`src/pbvs_pkg.sv`:
```
`timescale 1ns / 1ps
// ----------------------------------------------------------------------------
// pbvs_pkg: shared types and constants for the page budget victim selector
// Slot count, page count widths, operation and status codes, and the
// command word that travels from the front end to the back end.
// ----------------------------------------------------------------------------
package pbvs_pkg;

  // Number of client slots and derived index widths.
  localparam int CLIENT_COUNT = 8;
  localparam int IDX_W        = (CLIENT_COUNT > 1) ? $clog2(CLIENT_COUNT) : 1;
  localparam int SCAN_W       = IDX_W + 1;

  // Field widths fixed by the interface.
  localparam int OP_W    = 3;
  localparam int SLOT_W  = 3;
  localparam int COUNT_W = 32;
  localparam int PAGE_W  = 31;

  localparam logic [PAGE_W-1:0] PAGE_MAX   = {PAGE_W{1'b1}};
  localparam logic [PAGE_W-1:0] POOL_RESET = PAGE_W'(65536);

  // Depth of the command queue between the front and back ends.
  localparam int QUEUE_DEPTH = 2;
  localparam int QPTR_W      = (QUEUE_DEPTH > 1) ? $clog2(QUEUE_DEPTH) : 1;
  localparam int QCNT_W      = $clog2(QUEUE_DEPTH + 1);

  typedef enum logic [OP_W-1:0] {
    OP_ADMIT   = 3'd0,
    OP_EVICT   = 3'd1,
    OP_DIRTY   = 3'd2,
    OP_SIG_ON  = 3'd3,
    OP_SIG_OFF = 3'd4
  } op_code_t;

  localparam logic [1:0] STATUS_DONE    = 2'd0;
  localparam logic [1:0] STATUS_VICTIM  = 2'd1;
  localparam logic [1:0] STATUS_NO_CAND = 2'd2;
  localparam logic [1:0] STATUS_SAT     = 2'd3;

  // Command classes resolved by the front end.
  typedef enum logic [2:0] {
    CMD_ADMIT    = 3'd0,
    CMD_EVICT    = 3'd1,
    CMD_DIRTY    = 3'd2,
    CMD_SIG_ON   = 3'd3,
    CMD_SIG_OFF  = 3'd4,
    CMD_NOP      = 3'd5,
    CMD_REJECT   = 3'd6,
    CMD_BAD_SLOT = 3'd7
  } cmd_kind_t;

  typedef logic [IDX_W-1:0] slot_idx_t;

  typedef struct packed {
    cmd_kind_t           kind;
    slot_idx_t           slot;
    logic [COUNT_W-1:0]  count;
    logic [PAGE_W-1:0]   release_pages;
    logic [PAGE_W-1:0]   dirty_pages;
    logic                dirty_mode;
  } cmd_t;

  // One client's bookkeeping, stored as one memory row.
  typedef struct packed {
    logic              sig;
    logic [PAGE_W-1:0] peak;
    logic [PAGE_W-1:0] dirty;
    logic [PAGE_W-1:0] res;
  } client_row_t;

endpackage

```
`src/page_budget_victim_selector_core.sv`:
```
`timescale 1ns / 1ps
// Flow: an accepted word is written into the queue, popped into the back end's
//   command register in idle, and its result word is registered from execute, or
//   from report after the victim scan for an admit that scans. The back end takes
//   the next queued word only once it is back in idle; the queue takes words meanwhile.
// Reset (synchronous, active high): free pool 65536, all client counts and
//   signalling flags read as zero at once through per-slot valid bits.
// ----------------------------------------------------------------------------
// page_budget_victim_selector_core: shared page pool with victim selection
// Front end decodes words into a short queue; back end applies them to the
// pool and the per-client memory and names a victim when an admit fails.
// ----------------------------------------------------------------------------
module page_budget_victim_selector_core
  import pbvs_pkg::*;
(
  input  logic                clk,
  input  logic                rst,
  // Configuration: a write loads the free pool directly.
  input  logic                cfg_we,
  input  logic [PAGE_W-1:0]   cfg_wdata,
  // Input word.
  input  logic                in_valid,
  output logic                in_ready,
  input  logic [OP_W-1:0]     operation,
  input  logic [SLOT_W-1:0]   requester,
  input  logic [COUNT_W-1:0]  page_count,
  input  logic [PAGE_W-1:0]   dirty_pages,
  input  logic                admit_dirty_mode,
  // Result word.
  output logic                out_valid,
  input  logic                out_ready,
  output logic [1:0]          status,
  output logic [SLOT_W-1:0]   victim,
  output logic [PAGE_W-1:0]   free_pages,
  output logic [PAGE_W-1:0]   requester_resident,
  output logic [PAGE_W-1:0]   requester_peak
);

  // The queue decouples input acceptance from execution, so words keep
  // arriving while the back end scans or waits on a stalled result word.
  logic push;
  logic pop;
  logic q_full;
  logic q_not_empty;
  cmd_t front_cmd;
  cmd_t q_head;

  pbvs_front u_front (
    .in_valid         (in_valid),
    .in_ready         (in_ready),
    .operation        (operation),
    .requester        (requester),
    .page_count       (page_count),
    .dirty_pages      (dirty_pages),
    .admit_dirty_mode (admit_dirty_mode),
    .q_full           (q_full),
    .push             (push),
    .cmd              (front_cmd)
  );

  pbvs_queue u_queue (
    .clk       (clk),
    .rst       (rst),
    .push      (push),
    .push_cmd  (front_cmd),
    .pop       (pop),
    .not_empty (q_not_empty),
    .full      (q_full),
    .head      (q_head)
  );

  // The back end owns the execution state: the free pool register, the per-client
  // memory, and the output register that holds a result word until taken.
  pbvs_back u_back (
    .clk                (clk),
    .rst                (rst),
    .cfg_we             (cfg_we),
    .cfg_wdata          (cfg_wdata),
    .q_not_empty        (q_not_empty),
    .q_head             (q_head),
    .pop                (pop),
    .out_valid          (out_valid),
    .out_ready          (out_ready),
    .status             (status),
    .victim             (victim),
    .free_pages         (free_pages),
    .requester_resident (requester_resident),
    .requester_peak     (requester_peak)
  );

endmodule

```
`src/pbvs_front.sv`:
```
`timescale 1ns / 1ps
// ----------------------------------------------------------------------------
// pbvs_front: input word decode
// Checks the requester slot, classifies the operation and prepares the
// evict release amount, then hands the command word to the queue.
// ----------------------------------------------------------------------------
module pbvs_front
  import pbvs_pkg::*;
(
  input  logic                in_valid,
  output logic                in_ready,
  input  logic [OP_W-1:0]     operation,
  input  logic [SLOT_W-1:0]   requester,
  input  logic [COUNT_W-1:0]  page_count,
  input  logic [PAGE_W-1:0]   dirty_pages,
  input  logic                admit_dirty_mode,
  input  logic                q_full,
  output logic                push,
  output cmd_t                cmd
);

  logic in_range;

  assign in_range = 32'(requester) < 32'(CLIENT_COUNT);
  assign in_ready = !q_full;
  assign push     = in_valid && in_ready;

  always_comb begin
    cmd.slot          = IDX_W'(requester);
    cmd.count         = page_count;
    cmd.dirty_pages   = dirty_pages;
    cmd.dirty_mode    = admit_dirty_mode;
    // A negative count releases nothing on evict.
    cmd.release_pages = page_count[COUNT_W-1] ? '0 : page_count[PAGE_W-1:0];
    cmd.kind          = CMD_NOP;
    if (!in_range) begin
      cmd.kind = CMD_BAD_SLOT;
    end else begin
      unique case (operation)
        OP_ADMIT: begin
          if (page_count[COUNT_W-1]) begin
            cmd.kind = CMD_REJECT;
          end else if (page_count == '0) begin
            cmd.kind = CMD_NOP;
          end else begin
            cmd.kind = CMD_ADMIT;
          end
        end
        OP_EVICT:   cmd.kind = CMD_EVICT;
        OP_DIRTY:   cmd.kind = CMD_DIRTY;
        OP_SIG_ON:  cmd.kind = CMD_SIG_ON;
        OP_SIG_OFF: cmd.kind = CMD_SIG_OFF;
        default:    cmd.kind = CMD_NOP;
      endcase
    end
  end

endmodule

```
`src/pbvs_queue.sv`:
```
`timescale 1ns / 1ps
// ----------------------------------------------------------------------------
// pbvs_queue: command queue
// Short FIFO of decoded command words between the front and back ends.
// ----------------------------------------------------------------------------
module pbvs_queue
  import pbvs_pkg::*;
(
  input  logic clk,
  input  logic rst,
  input  logic push,
  input  cmd_t push_cmd,
  input  logic pop,
  output logic not_empty,
  output logic full,
  output cmd_t head
);

  cmd_t              entries [QUEUE_DEPTH];
  logic [QPTR_W-1:0] wr_ptr;
  logic [QPTR_W-1:0] rd_ptr;
  logic [QCNT_W-1:0] fill;

  assign not_empty = fill != '0;
  assign full      = fill == QCNT_W'(QUEUE_DEPTH);
  assign head      = entries[rd_ptr];

  function automatic logic [QPTR_W-1:0] ptr_inc(input logic [QPTR_W-1:0] p);
    return (p == QPTR_W'(QUEUE_DEPTH - 1)) ? '0 : p + 1'b1;
  endfunction

  always_ff @(posedge clk) begin
    if (push) begin
      entries[wr_ptr] <= push_cmd;
    end
  end

  always_ff @(posedge clk) begin
    if (rst) begin
      wr_ptr <= '0;
      rd_ptr <= '0;
      fill   <= '0;
    end else begin
      if (push) begin
        wr_ptr <= ptr_inc(wr_ptr);
      end
      if (pop) begin
        rd_ptr <= ptr_inc(rd_ptr);
      end
      if (push && !pop) begin
        fill <= fill + 1'b1;
      end else if (pop && !push) begin
        fill <= fill - 1'b1;
      end
    end
  end

endmodule

```
`src/pbvs_back.sv`:
```
`timescale 1ns / 1ps
// ----------------------------------------------------------------------------
// pbvs_back: command execution and victim scan
// Holds the free pool and the per-client memory, applies each command,
// scans the clients one per cycle when an admit does not fit, and keeps the
// result word in an output register.
// ----------------------------------------------------------------------------
module pbvs_back
  import pbvs_pkg::*;
(
  input  logic                clk,
  input  logic                rst,
  input  logic                cfg_we,
  input  logic [PAGE_W-1:0]   cfg_wdata,
  input  logic                q_not_empty,
  input  cmd_t                q_head,
  output logic                pop,
  output logic                out_valid,
  input  logic                out_ready,
  output logic [1:0]          status,
  output logic [SLOT_W-1:0]   victim,
  output logic [PAGE_W-1:0]   free_pages,
  output logic [PAGE_W-1:0]   requester_resident,
  output logic [PAGE_W-1:0]   requester_peak
);

  typedef enum logic [3:0] {
    ST_IDLE   = 4'b0001,
    ST_EXEC   = 4'b0010,
    ST_SCAN   = 4'b0100,
    ST_REPORT = 4'b1000
  } state_t;

  state_t            state;
  state_t            state_next;
  cmd_t              cmd_q;
  logic [PAGE_W-1:0] free_pool;

  client_row_t       mem [CLIENT_COUNT];
  logic              row_valid [CLIENT_COUNT];
  client_row_t       rd_row;
  logic              rd_hit;
  slot_idx_t         rd_addr;
  client_row_t       row;

  logic [SCAN_W-1:0] scan_cnt;
  slot_idx_t         scan_idx;
  logic [PAGE_W-1:0] deficit;
  logic [PAGE_W-1:0] best_res;
  logic [PAGE_W-1:0] best_dirty;
  logic              pick_found;
  slot_idx_t         pick_idx;
  logic [PAGE_W-1:0] req_res;
  logic [PAGE_W-1:0] req_peak;

  logic              out_free;
  logic              wr_en;
  client_row_t       row_next;
  logic [PAGE_W-1:0] free_next;
  logic [1:0]        exec_status;
  logic [PAGE_W-1:0] exec_res;
  logic [PAGE_W-1:0] exec_peak;
  logic              admit_fits;
  logic [PAGE_W-1:0] admit_cnt;
  logic [PAGE_W:0]   res_sum;
  logic [PAGE_W:0]   free_sum;
  logic signed [PAGE_W+1:0] dirty_sum;
  logic              eligible;
  logic              better;

  assign out_free  = !out_valid || out_ready;
  assign row       = rd_hit ? rd_row : '0;
  assign admit_cnt = cmd_q.count[PAGE_W-1:0];
  assign admit_fits = admit_cnt <= free_pool;
  assign pop       = (state == ST_IDLE) && q_not_empty;
  assign scan_idx  = IDX_W'(scan_cnt - SCAN_W'(1));

  always_comb begin
    unique case (state)
      ST_IDLE: rd_addr = q_head.slot;
      ST_SCAN: rd_addr = IDX_W'(scan_cnt);
      default: rd_addr = cmd_q.slot;
    endcase
  end

  // Per-command update, evaluated against the requester's row.
  always_comb begin
    row_next    = row;
    wr_en       = 1'b0;
    free_next   = free_pool;
    exec_status = STATUS_DONE;
    exec_res    = row.res;
    exec_peak   = row.peak;
    res_sum     = {1'b0, row.res} + {1'b0, admit_cnt};
    free_sum    = {1'b0, free_pool} + {1'b0, cmd_q.release_pages};
    dirty_sum   = $signed({2'b00, row.dirty}) + $signed({cmd_q.count[COUNT_W-1], cmd_q.count});
    case (cmd_q.kind)
      CMD_ADMIT: begin
        if (admit_fits) begin
          wr_en     = 1'b1;
          free_next = free_pool - admit_cnt;
          if (res_sum[PAGE_W]) begin
            row_next.res = PAGE_MAX;
            exec_status  = STATUS_SAT;
          end else begin
            row_next.res = res_sum[PAGE_W-1:0];
          end
          if (row_next.res > row.peak) begin
            row_next.peak = row_next.res;
          end
        end
      end
      CMD_EVICT: begin
        wr_en = 1'b1;
        if (free_sum[PAGE_W]) begin
          free_next   = PAGE_MAX;
          exec_status = STATUS_SAT;
        end else begin
          free_next = free_sum[PAGE_W-1:0];
        end
        if (cmd_q.release_pages > row.res) begin
          row_next.res = '0;
          exec_status  = STATUS_SAT;
        end else begin
          row_next.res = row.res - cmd_q.release_pages;
        end
        if (cmd_q.dirty_pages > row.dirty) begin
          row_next.dirty = '0;
          exec_status    = STATUS_SAT;
        end else begin
          row_next.dirty = row.dirty - cmd_q.dirty_pages;
        end
      end
      CMD_DIRTY: begin
        wr_en = 1'b1;
        if (dirty_sum[PAGE_W+1]) begin
          row_next.dirty = '0;
          exec_status    = STATUS_SAT;
        end else if (dirty_sum[PAGE_W]) begin
          row_next.dirty = PAGE_MAX;
          exec_status    = STATUS_SAT;
        end else begin
          row_next.dirty = dirty_sum[PAGE_W-1:0];
        end
      end
      CMD_SIG_ON: begin
        wr_en        = 1'b1;
        row_next.sig = 1'b1;
      end
      CMD_SIG_OFF: begin
        wr_en        = 1'b1;
        row_next.sig = 1'b0;
      end
      CMD_REJECT: exec_status = STATUS_SAT;
      CMD_BAD_SLOT: begin
        exec_status = STATUS_NO_CAND;
        exec_res    = '0;
        exec_peak   = '0;
      end
      default: exec_status = STATUS_DONE;
    endcase
    if (cmd_q.kind != CMD_BAD_SLOT) begin
      exec_res  = row_next.res;
      exec_peak = row_next.peak;
    end
  end

  // Victim rule applied to the slot whose row is on the read port.
  always_comb begin
    eligible = (scan_idx != cmd_q.slot) && ((row.res != '0) || row.sig);
    better   = ((best_res < deficit) && (row.res > best_res)) ||
               ((row.res >= deficit) &&
                ((!cmd_q.dirty_mode && (row.res < best_res)) ||
                 (cmd_q.dirty_mode && (!pick_found || (row.dirty < best_dirty)))));
  end

  always_comb begin
    state_next = state;
    unique case (state)
      ST_IDLE: begin
        if (q_not_empty) begin
          state_next = ST_EXEC;
        end
      end
      ST_EXEC: begin
        if (cmd_q.kind == CMD_ADMIT && !admit_fits) begin
          state_next = ST_SCAN;
        end else if (out_free) begin
          state_next = ST_IDLE;
        end
      end
      ST_SCAN: begin
        if (scan_cnt == SCAN_W'(CLIENT_COUNT)) begin
          state_next = ST_REPORT;
        end
      end
      ST_REPORT: begin
        if (out_free) begin
          state_next = ST_IDLE;
        end
      end
      default: state_next = ST_IDLE;
    endcase
  end

  // Client memory with one read and one write port.
  always_ff @(posedge clk) begin
    if (state == ST_EXEC && out_free && wr_en) begin
      mem[cmd_q.slot] <= row_next;
    end
    rd_row <= mem[rd_addr];
    rd_hit <= row_valid[rd_addr];
  end

  always_ff @(posedge clk) begin
    if (rst) begin
      for (int i = 0; i < CLIENT_COUNT; i++) begin
        row_valid[i] <= 1'b0;
      end
    end else if (state == ST_EXEC && out_free && wr_en) begin
      row_valid[cmd_q.slot] <= 1'b1;
    end
  end

  always_ff @(posedge clk) begin
    if (rst) begin
      state     <= ST_IDLE;
      free_pool <= POOL_RESET;
      out_valid <= 1'b0;
    end else begin
      state <= state_next;
      if (cfg_we) begin
        free_pool <= cfg_wdata;
      end else if (state == ST_EXEC && out_free && !(cmd_q.kind == CMD_ADMIT && !admit_fits)) begin
        free_pool <= free_next;
      end
      // A new result word replaces one taken at this edge; otherwise a taken
      // word clears the valid flag.
      if ((state == ST_EXEC && out_free && !(cmd_q.kind == CMD_ADMIT && !admit_fits)) ||
          (state == ST_REPORT && out_free)) begin
        out_valid <= 1'b1;
      end else if (out_valid && out_ready) begin
        out_valid <= 1'b0;
      end
    end
  end

  always_ff @(posedge clk) begin
    if (pop) begin
      cmd_q <= q_head;
    end
    if (state == ST_EXEC) begin
      scan_cnt   <= '0;
      deficit    <= admit_cnt - free_pool;
      best_res   <= '0;
      best_dirty <= '0;
      pick_found <= 1'b0;
      pick_idx   <= '0;
      req_res    <= row.res;
      req_peak   <= row.peak;
      if (out_free) begin
        status             <= exec_status;
        victim             <= '0;
        free_pages         <= free_next;
        requester_resident <= exec_res;
        requester_peak     <= exec_peak;
      end
    end
    if (state == ST_SCAN) begin
      scan_cnt <= scan_cnt + 1'b1;
      if (scan_cnt != '0 && eligible && better) begin
        pick_found <= 1'b1;
        pick_idx   <= scan_idx;
        best_res   <= row.res;
        best_dirty <= row.dirty;
      end
    end
    if (state == ST_REPORT && out_free) begin
      status             <= pick_found ? STATUS_VICTIM : STATUS_NO_CAND;
      victim             <= pick_found ? SLOT_W'(pick_idx) : '0;
      free_pages         <= free_pool;
      requester_resident <= req_res;
      requester_peak     <= req_peak;
    end
  end

  a_scan_bound: assert property (@(posedge clk) disable iff (rst)
    (state == ST_SCAN) |-> (scan_cnt <= SCAN_W'(CLIENT_COUNT)))
    else $error("victim scan ran past the last client slot");

  a_victim_not_self: assert property (@(posedge clk) disable iff (rst)
    (state == ST_REPORT && pick_found) |-> (pick_idx != cmd_q.slot))
    else $error("requester named as its own victim");

  a_pool_still_in_scan: assert property (@(posedge clk) disable iff (rst)
    (state == ST_SCAN && !cfg_we) |=> $stable(free_pool))
    else $error("free pool changed during a victim scan");

  a_result_source: assert property (@(posedge clk) disable iff (rst)
    $rose(out_valid) |-> $past(state == ST_EXEC || state == ST_REPORT))
    else $error("result word raised outside execute or report");

endmodule
```
`config.mk`:
```
export PLATFORM = sky130hd
export DESIGN_NAME = page_budget_victim_selector_core
export DESIGN_NICKNAME = d
export VERILOG_FILES = /design/src/pbvs_pkg.sv /design/src/page_budget_victim_selector_core.sv /design/src/pbvs_front.sv /design/src/pbvs_queue.sv /design/src/pbvs_back.sv
export SDC_FILE = /design/constraint.sdc
export NUM_CORES = 2
export LEC_CHECK = 0
export CORE_UTILIZATION = 40
export DETAILED_ROUTE_END_ITERATION = 10
export DONT_BUFFER_PORTS = 1
export GPL_TIMING_DRIVEN = 1
export PLACE_DENSITY = 0.62
export SYNTH_ARGS = -nofsm -noshare
export SYNTH_HDL_FRONTEND = slang
export SYNTH_SLANG_ARGS = --single-unit
```
`constraint.sdc`:
```
create_clock -name clk -period 14.9 [get_ports clk]
set_clock_uncertainty 0.15 [all_clocks]
set_input_delay 0.745 -clock clk [delete_from_list [all_inputs] [get_ports clk]]
set_output_delay 0.745 -clock clk [all_outputs]
set_load 0.02 [all_outputs]
```
# Word level (Yosys, flattened, before mapping)
# Memories as Yosys holds them, arrays and structs flattened. A register that Yosys moved wholly into a read port is not among the register bits.
# Cells that the tools add are included.
# classes
add_sub_neg,13
multipliers,0
div,0
magnitude_cmp,9
eq_ne,20
n_shift,0
muxes,94
n_bitwise,0
reduce_logical,47
# ops
cell,n
31-bit two-way mux,35
31-bit case mux with 2 select lines,3
31-bit > comparator,4
31-bit subtractor,4
94-bit two-way mux,1
31-bit less-than comparator,3
31-bit by 31-bit adder with 32-bit output,2
32-bit by 32-bit adder with 33-bit output,1
32-bit logical NOT,1
31-bit >= comparator,1
31-bit <= comparator,1
31-bit nonzero test,1
3-bit two-way mux,10
2-bit two-way mux,13
4-bit two-way mux,6
1-bit two-way mux,20
1-bit logical AND,17
4-bit case mux with 4 select lines,1
3-bit case mux with 5 select lines,1
2-bit nonzero test,7
"3-bit by 2-bit == test with 1-bit output, second input constant",4
"3-bit == test, second input constant",4
2-bit case mux with 5 select lines,1
"4-bit == test, second input constant",2
22 further kinds,40
# word_totals
ff_bits,402
latch_bits,0
ram_bits,962
rom_bits,0
inputBits,106
n_memories,3
# memory_table
memory,depth,word_bits,read_ports,rd_clocked_by_memory_dff,wr,line_no,rtl
u_back.mem,8,94,1,1,1,pbvs_back.sv:39,client_row_t mem [CLIENT_COUNT];
u_queue.entries,2,101,1,1,1,pbvs_queue.sv:19,cmd_t entries [QUEUE_DEPTH];
u_back.row_valid,8,1,1,1,8,pbvs_back.sv:40,logic row_valid [CLIENT_COUNT];

# Depth between registers and ports, before layout
# logic_depth
depth_word,13
mapped_depth,37
mapped_depth_nobuf,27

# Hierarchy
# A second synthesis with hierarchy kept.
# unflattened
hier_cells,6799
hier_area_um2,73330.3
# modules_own_cells
module,n_inst,cells_per_inst,area_per_inst_um2
pbvs_back,1,6342,64949.8
pbvs_queue,1,336,7531.0
pbvs_front,1,121,849.6

# Worst setup path after synthesis
# No wires, ideal clock.
# synth_path
path_type,reg-to-reg
from,"register u_back.cmd_q, in the netlist u_back.admit_cnt[8]"
to,memory u_back.mem[2][0] (netlist name) (enable)
setup_time_ns,0.815
arrival_ns,12.976
setup_slack_ns,0.959
path_stages_with_launch,17
path_buffers,3
period_less_slack_ns,13.941
cell_sequence,edfxtp_1 > clkbuf_1 > inv_1 > ha_1 > clkbuf_1 > a21o_1 > a21o_1 > a21o_1 > or3_1 > o21ba_2 > o21ai_1 > a21oi_1 > nand2b_1 > clkbuf_1 > a21boi_1 > nand2_1 > nor4b_1
# synth_between
elab_chain_len,6
# synth_lines
element,line_no,rtl
"start, declared",pbvs_back.sv:36,cmd_t cmd_q;
"start signal, assigned",pbvs_back.sv:250,cmd_q <= q_head;
31-bit <= comparator,pbvs_back.sv:74,assign admit_fits = admit_cnt <= free_pool;
1-bit two-way mux,pbvs_back.sv:99,if (admit_fits) begin
1-bit case mux with 2 select lines,pbvs_back.sv:97,case (cmd_q.kind)
1-bit logical AND,pbvs_back.sv:208,if (state == ST_EXEC && out_free && wr_en) begin
1-bit two-way mux,pbvs_back.sv:208,
1-bit two-way mux (not written as such),pbvs_back.sv:209,mem[cmd_q.slot] <= row_next;
"end, declared",pbvs_back.sv:39,
# Every way passes these cells.

==> impl_metrics.tcl <==
set metrics [dict create \
    status "finished, final reports clean" \
    netlist_top_cells_area "edfxtp_1 (52%), nand2_1 (6.3%), dfxtp_1 (5.8%), ha_1 (5.7%), nand3_1 (3.6%)" \
    fillers 16250 \
    yosysWarnings 0 \
    regArea_um2 41750 \
    via_per_inst 5.760 \
    grt_pass1_wl_um 331900 \
    grt_pass1_vias 49040 \
    areaGrowthSynthToFinish_pct 11.97 \
    worstSetupPathType "register to register" \
    avgSynthCellArea_um2 10.99 \
    slew_violations 0 \
    yosysTopAreaCell "edfxtp_1" \
    place_inst 8643 \
    required_ns 15.42 \
    met3_usage 0.04811 \
    num_rows 155 \
    die_w_um 426.3 \
    grt_antenna_before_repair 6 \
    irDropWorstVdd_uv 260.0 \
    cp.depth 25 \
    slowest_delay_ns 0.80 \
    worst_slew_pin_slew_ns 1.443 \
    ant_nets 0 \
    netlist_instances 6550 \
    use_met1 0.3420 \
    synthArstFlopShare 0 \
    cts_tree "built" \
    p_leak_nw 31.50 \
    synth_nets 6990 \
    cts.clk_slew.worst_paths_ns 0.06 \
    clock_latency_ns 0.84 \
    cts-resized-gates 0 \
    cts_made_buffers 155 \
    grt_setup_unrepaired "false" \
    die_h_um 426.3 \
    htreeDepth 4 \
    via_count 52050 \
    firstDrtPassIters 6 \
    synth_top_area_frac 0.5213 \
    p_per_area_nw_per_um2 226.1 \
    tns_ns 0 \
    hold_path_class "input pin to register" \
    initialDrtViolationCount 5341 \
    nNetsFinal 6986 \
    crit_buf_inv 3 \
    worstSetupStartpointType "register" \
    drive_gt1_frac 0.07803 \
    critPathTopFamily "compound AO/OA/AOI/OAI gates" \
    fin_crit_sh 0.5974 \
    holdPathStages 3 \
    dpl.hpwl_um 155600 \
    relSlewSlack 0.02797 \
    synth_edf_count 1250 \
    instances_no_fill 9036 \
    synth-seq-area-share 0.5797 \
    slowest_stage "a211oi_4" \
    setup_viol 0 \
    reg2regPathDepth 25 \
    synthFlopType "edfxtp_1" \
    drc 0 \
    wl_per_cell_um 25.53 \
    wirelength_um 230700 \
    clockBufferDepth 3 \
    port_buffers 0 \
    final_cell_mix "edfxtp_1 (1250), nand2_1 (1207), nand3_1 (515)" \
    grt.total_usage 0.2475 \
    placeableCoreArea_um2 178600 \
    max_freq_ghz 0.1123 \
    top_usage_layer "met2" \
    ys_seq_elements 1460 \
    final_common_cell "edfxtp_1" \
    critPathArrivalTime_ns 9.42 \
    routabilityCongestion 0.9794 \
    netlist_area_um2 72000 \
    initial_utilization 0.4031 \
    end_kind "register" \
    max_cap_viol_count 0 \
    synth.distinct_cells 98 \
    root_buffer "clkbuf_16" \
    met2_usage 0.3863 \
    cts.sinks 1460 \
    multi_input_area_um2 27570 \
    overflow 0 \
    grt_max_degree 170 \
    hold_viol 0 \
    min_period_ns 8.901 \
    fp.dieArea_um2 181700 \
    io_pins 206 \
    path_max_fanout 47 \
]
[timing repair]
| item | 4_1_cts | 5_1_grt |
|---|---|---|
| hold endpoints to repair | 250 | 0 |
| hold buffers | 100 | 0 |
| setup buffers | 0 | 0 |
[Yosys cell counts, types with 50 or more instances]
library cell  instances
inv_1               391
a21o_1              145
a21oi_1             271
nand2b_1             50
mux2i_1              72
nor2_1              215
mux2_2              106
clkbuf_1            281
dfxtp_1             210
o21ai_0             317
nand2_1            1208
xnor2_1             153
nor2b_1              89
a22o_1               72
ha_1                329
xor2_1               67
nand4_1              50
nand3_1             516
edfxtp_1           1250
[worst paths after layout]
check / from / end / slack, ns
worst max-delay path: u_back.rd_hit / u_back.requester_peak[11] / 6.00
worst min-delay path: cfg_we / u_back.free_pool[22] / 0.06
worst max register to register: u_back.rd_hit / u_back.requester_peak[11] / 6.00
worst min register to register: u_back.pick_idx[1] / u_back.pick_idx[1] / 0.30
[cell type report]
type / instances / share of cell area
diodes: 4 / 0.0001242
clock buffers: 201 / 0.05241
clock inverters: 87 / 0.01122
inverters: 395 / 0.01845
multi-input cells: 4354 / 0.3419
flip-flops and latches: 1460 / 0.5178
well taps: 2355 / 0.03655
repair buffers: 180 / 0.02146
[worst reg2reg max path: stages, from the launching register on]
cell and delay (ns):
dfxtp_4 0.56, buf_4 0.68, nand2_1 0.33, inv_1 0.20, ha_1 0.26, ha_1 0.19, a31oi_1 0.05, or3_4 0.44
a2111oi_4 0.39, or4b_4 0.54, a21oi_1 0.21, o21ai_0 0.13, o21ai_0 0.57, a221oi_1 0.20, xor2_1 0.25, nand2_1 0.16
ha_1 0.39, nand4_1 0.12, nor2_1 0.19, nand2_1 0.07, o311ai_0 0.30, a21oi_1 0.12, a211oi_4 0.80, buf_4 0.57
mux2i_1 0.64, a22o_1 0.24
[metrics by stage]
stage | util | hold WS (ns) | power, mW | worst slack (ns) | instance area [um^2]
6_report | 0.4514 | 0.05660 | 18.22 | 5.999 | 80620
5_1_grt | 0.4513 | 0.03184 | 19.15 | 5.558 | 80610
4_1_cts | 0.4512 | 0.003484 | 18.15 | 6.183 | 80600
3_5_place_dp | 0.4167 | 0.3029 | 14.19 | 6.204 | 74430
3_3_place_gp | 0.4167 | 0.2953 | 14.12 | 6.308 | 74430
2_1_floorplan | - | 0.2842 | 11.25 | 0.9595 | 72000
[cells by family after synthesis]
family                   synth area share
adder cells (fa/ha/maj)           0.06079
AO/OA/AOI/OAI                      0.1195
buffers and inverters             0.04016
XOR/XNOR                          0.02676
AND/OR/NAND/NOR                    0.1428
flip-flops                         0.5797
multiplexers                      0.03029
[registers in the layout, indices dropped and copies added, names as in the netlist, 2 cells and up, named ones only]
name	cells
u_back.victim	3
u_back.free_pool	31
u_back.cmd_q	70
u_back.status	2
u_queue.fill	2
u_back.requester_peak	31
u_back.state	4
u_back.requester_resident	31
u_back.admit_cnt	31
u_back.free_pages	31
u_back.req_res	31
u_back.deficit	31
u_queue.entries	202
u_back.best_res	31
u_back.scan_cnt	4
u_back.row_valid	8
u_back.pick_idx	3
u_back.mem	752
u_back.rd_row	94
u_back.best_dirty	31
u_back.req_peak	31
[power by group]
part | switching, mW | total [mW] | internal, mW | leakage [nW]
registers | 0.564 | 5.96 | 5.40 | 13.3
clock network | 1.67 | 3.90 | 2.23 | 2.47
logic | 5.74 | 8.37 | 2.63 | 15.7
total | 7.97 | 18.2 | 10.3 | 31.5
[metal layers]
layer,up-vias,part of all wire
met5,-,0.00024
met4,8,0.036
met3,371,0.082
met2,2145,0.45
met1,25810,0.43
li1,23710,-
Power figures use the tool's default switching activity.
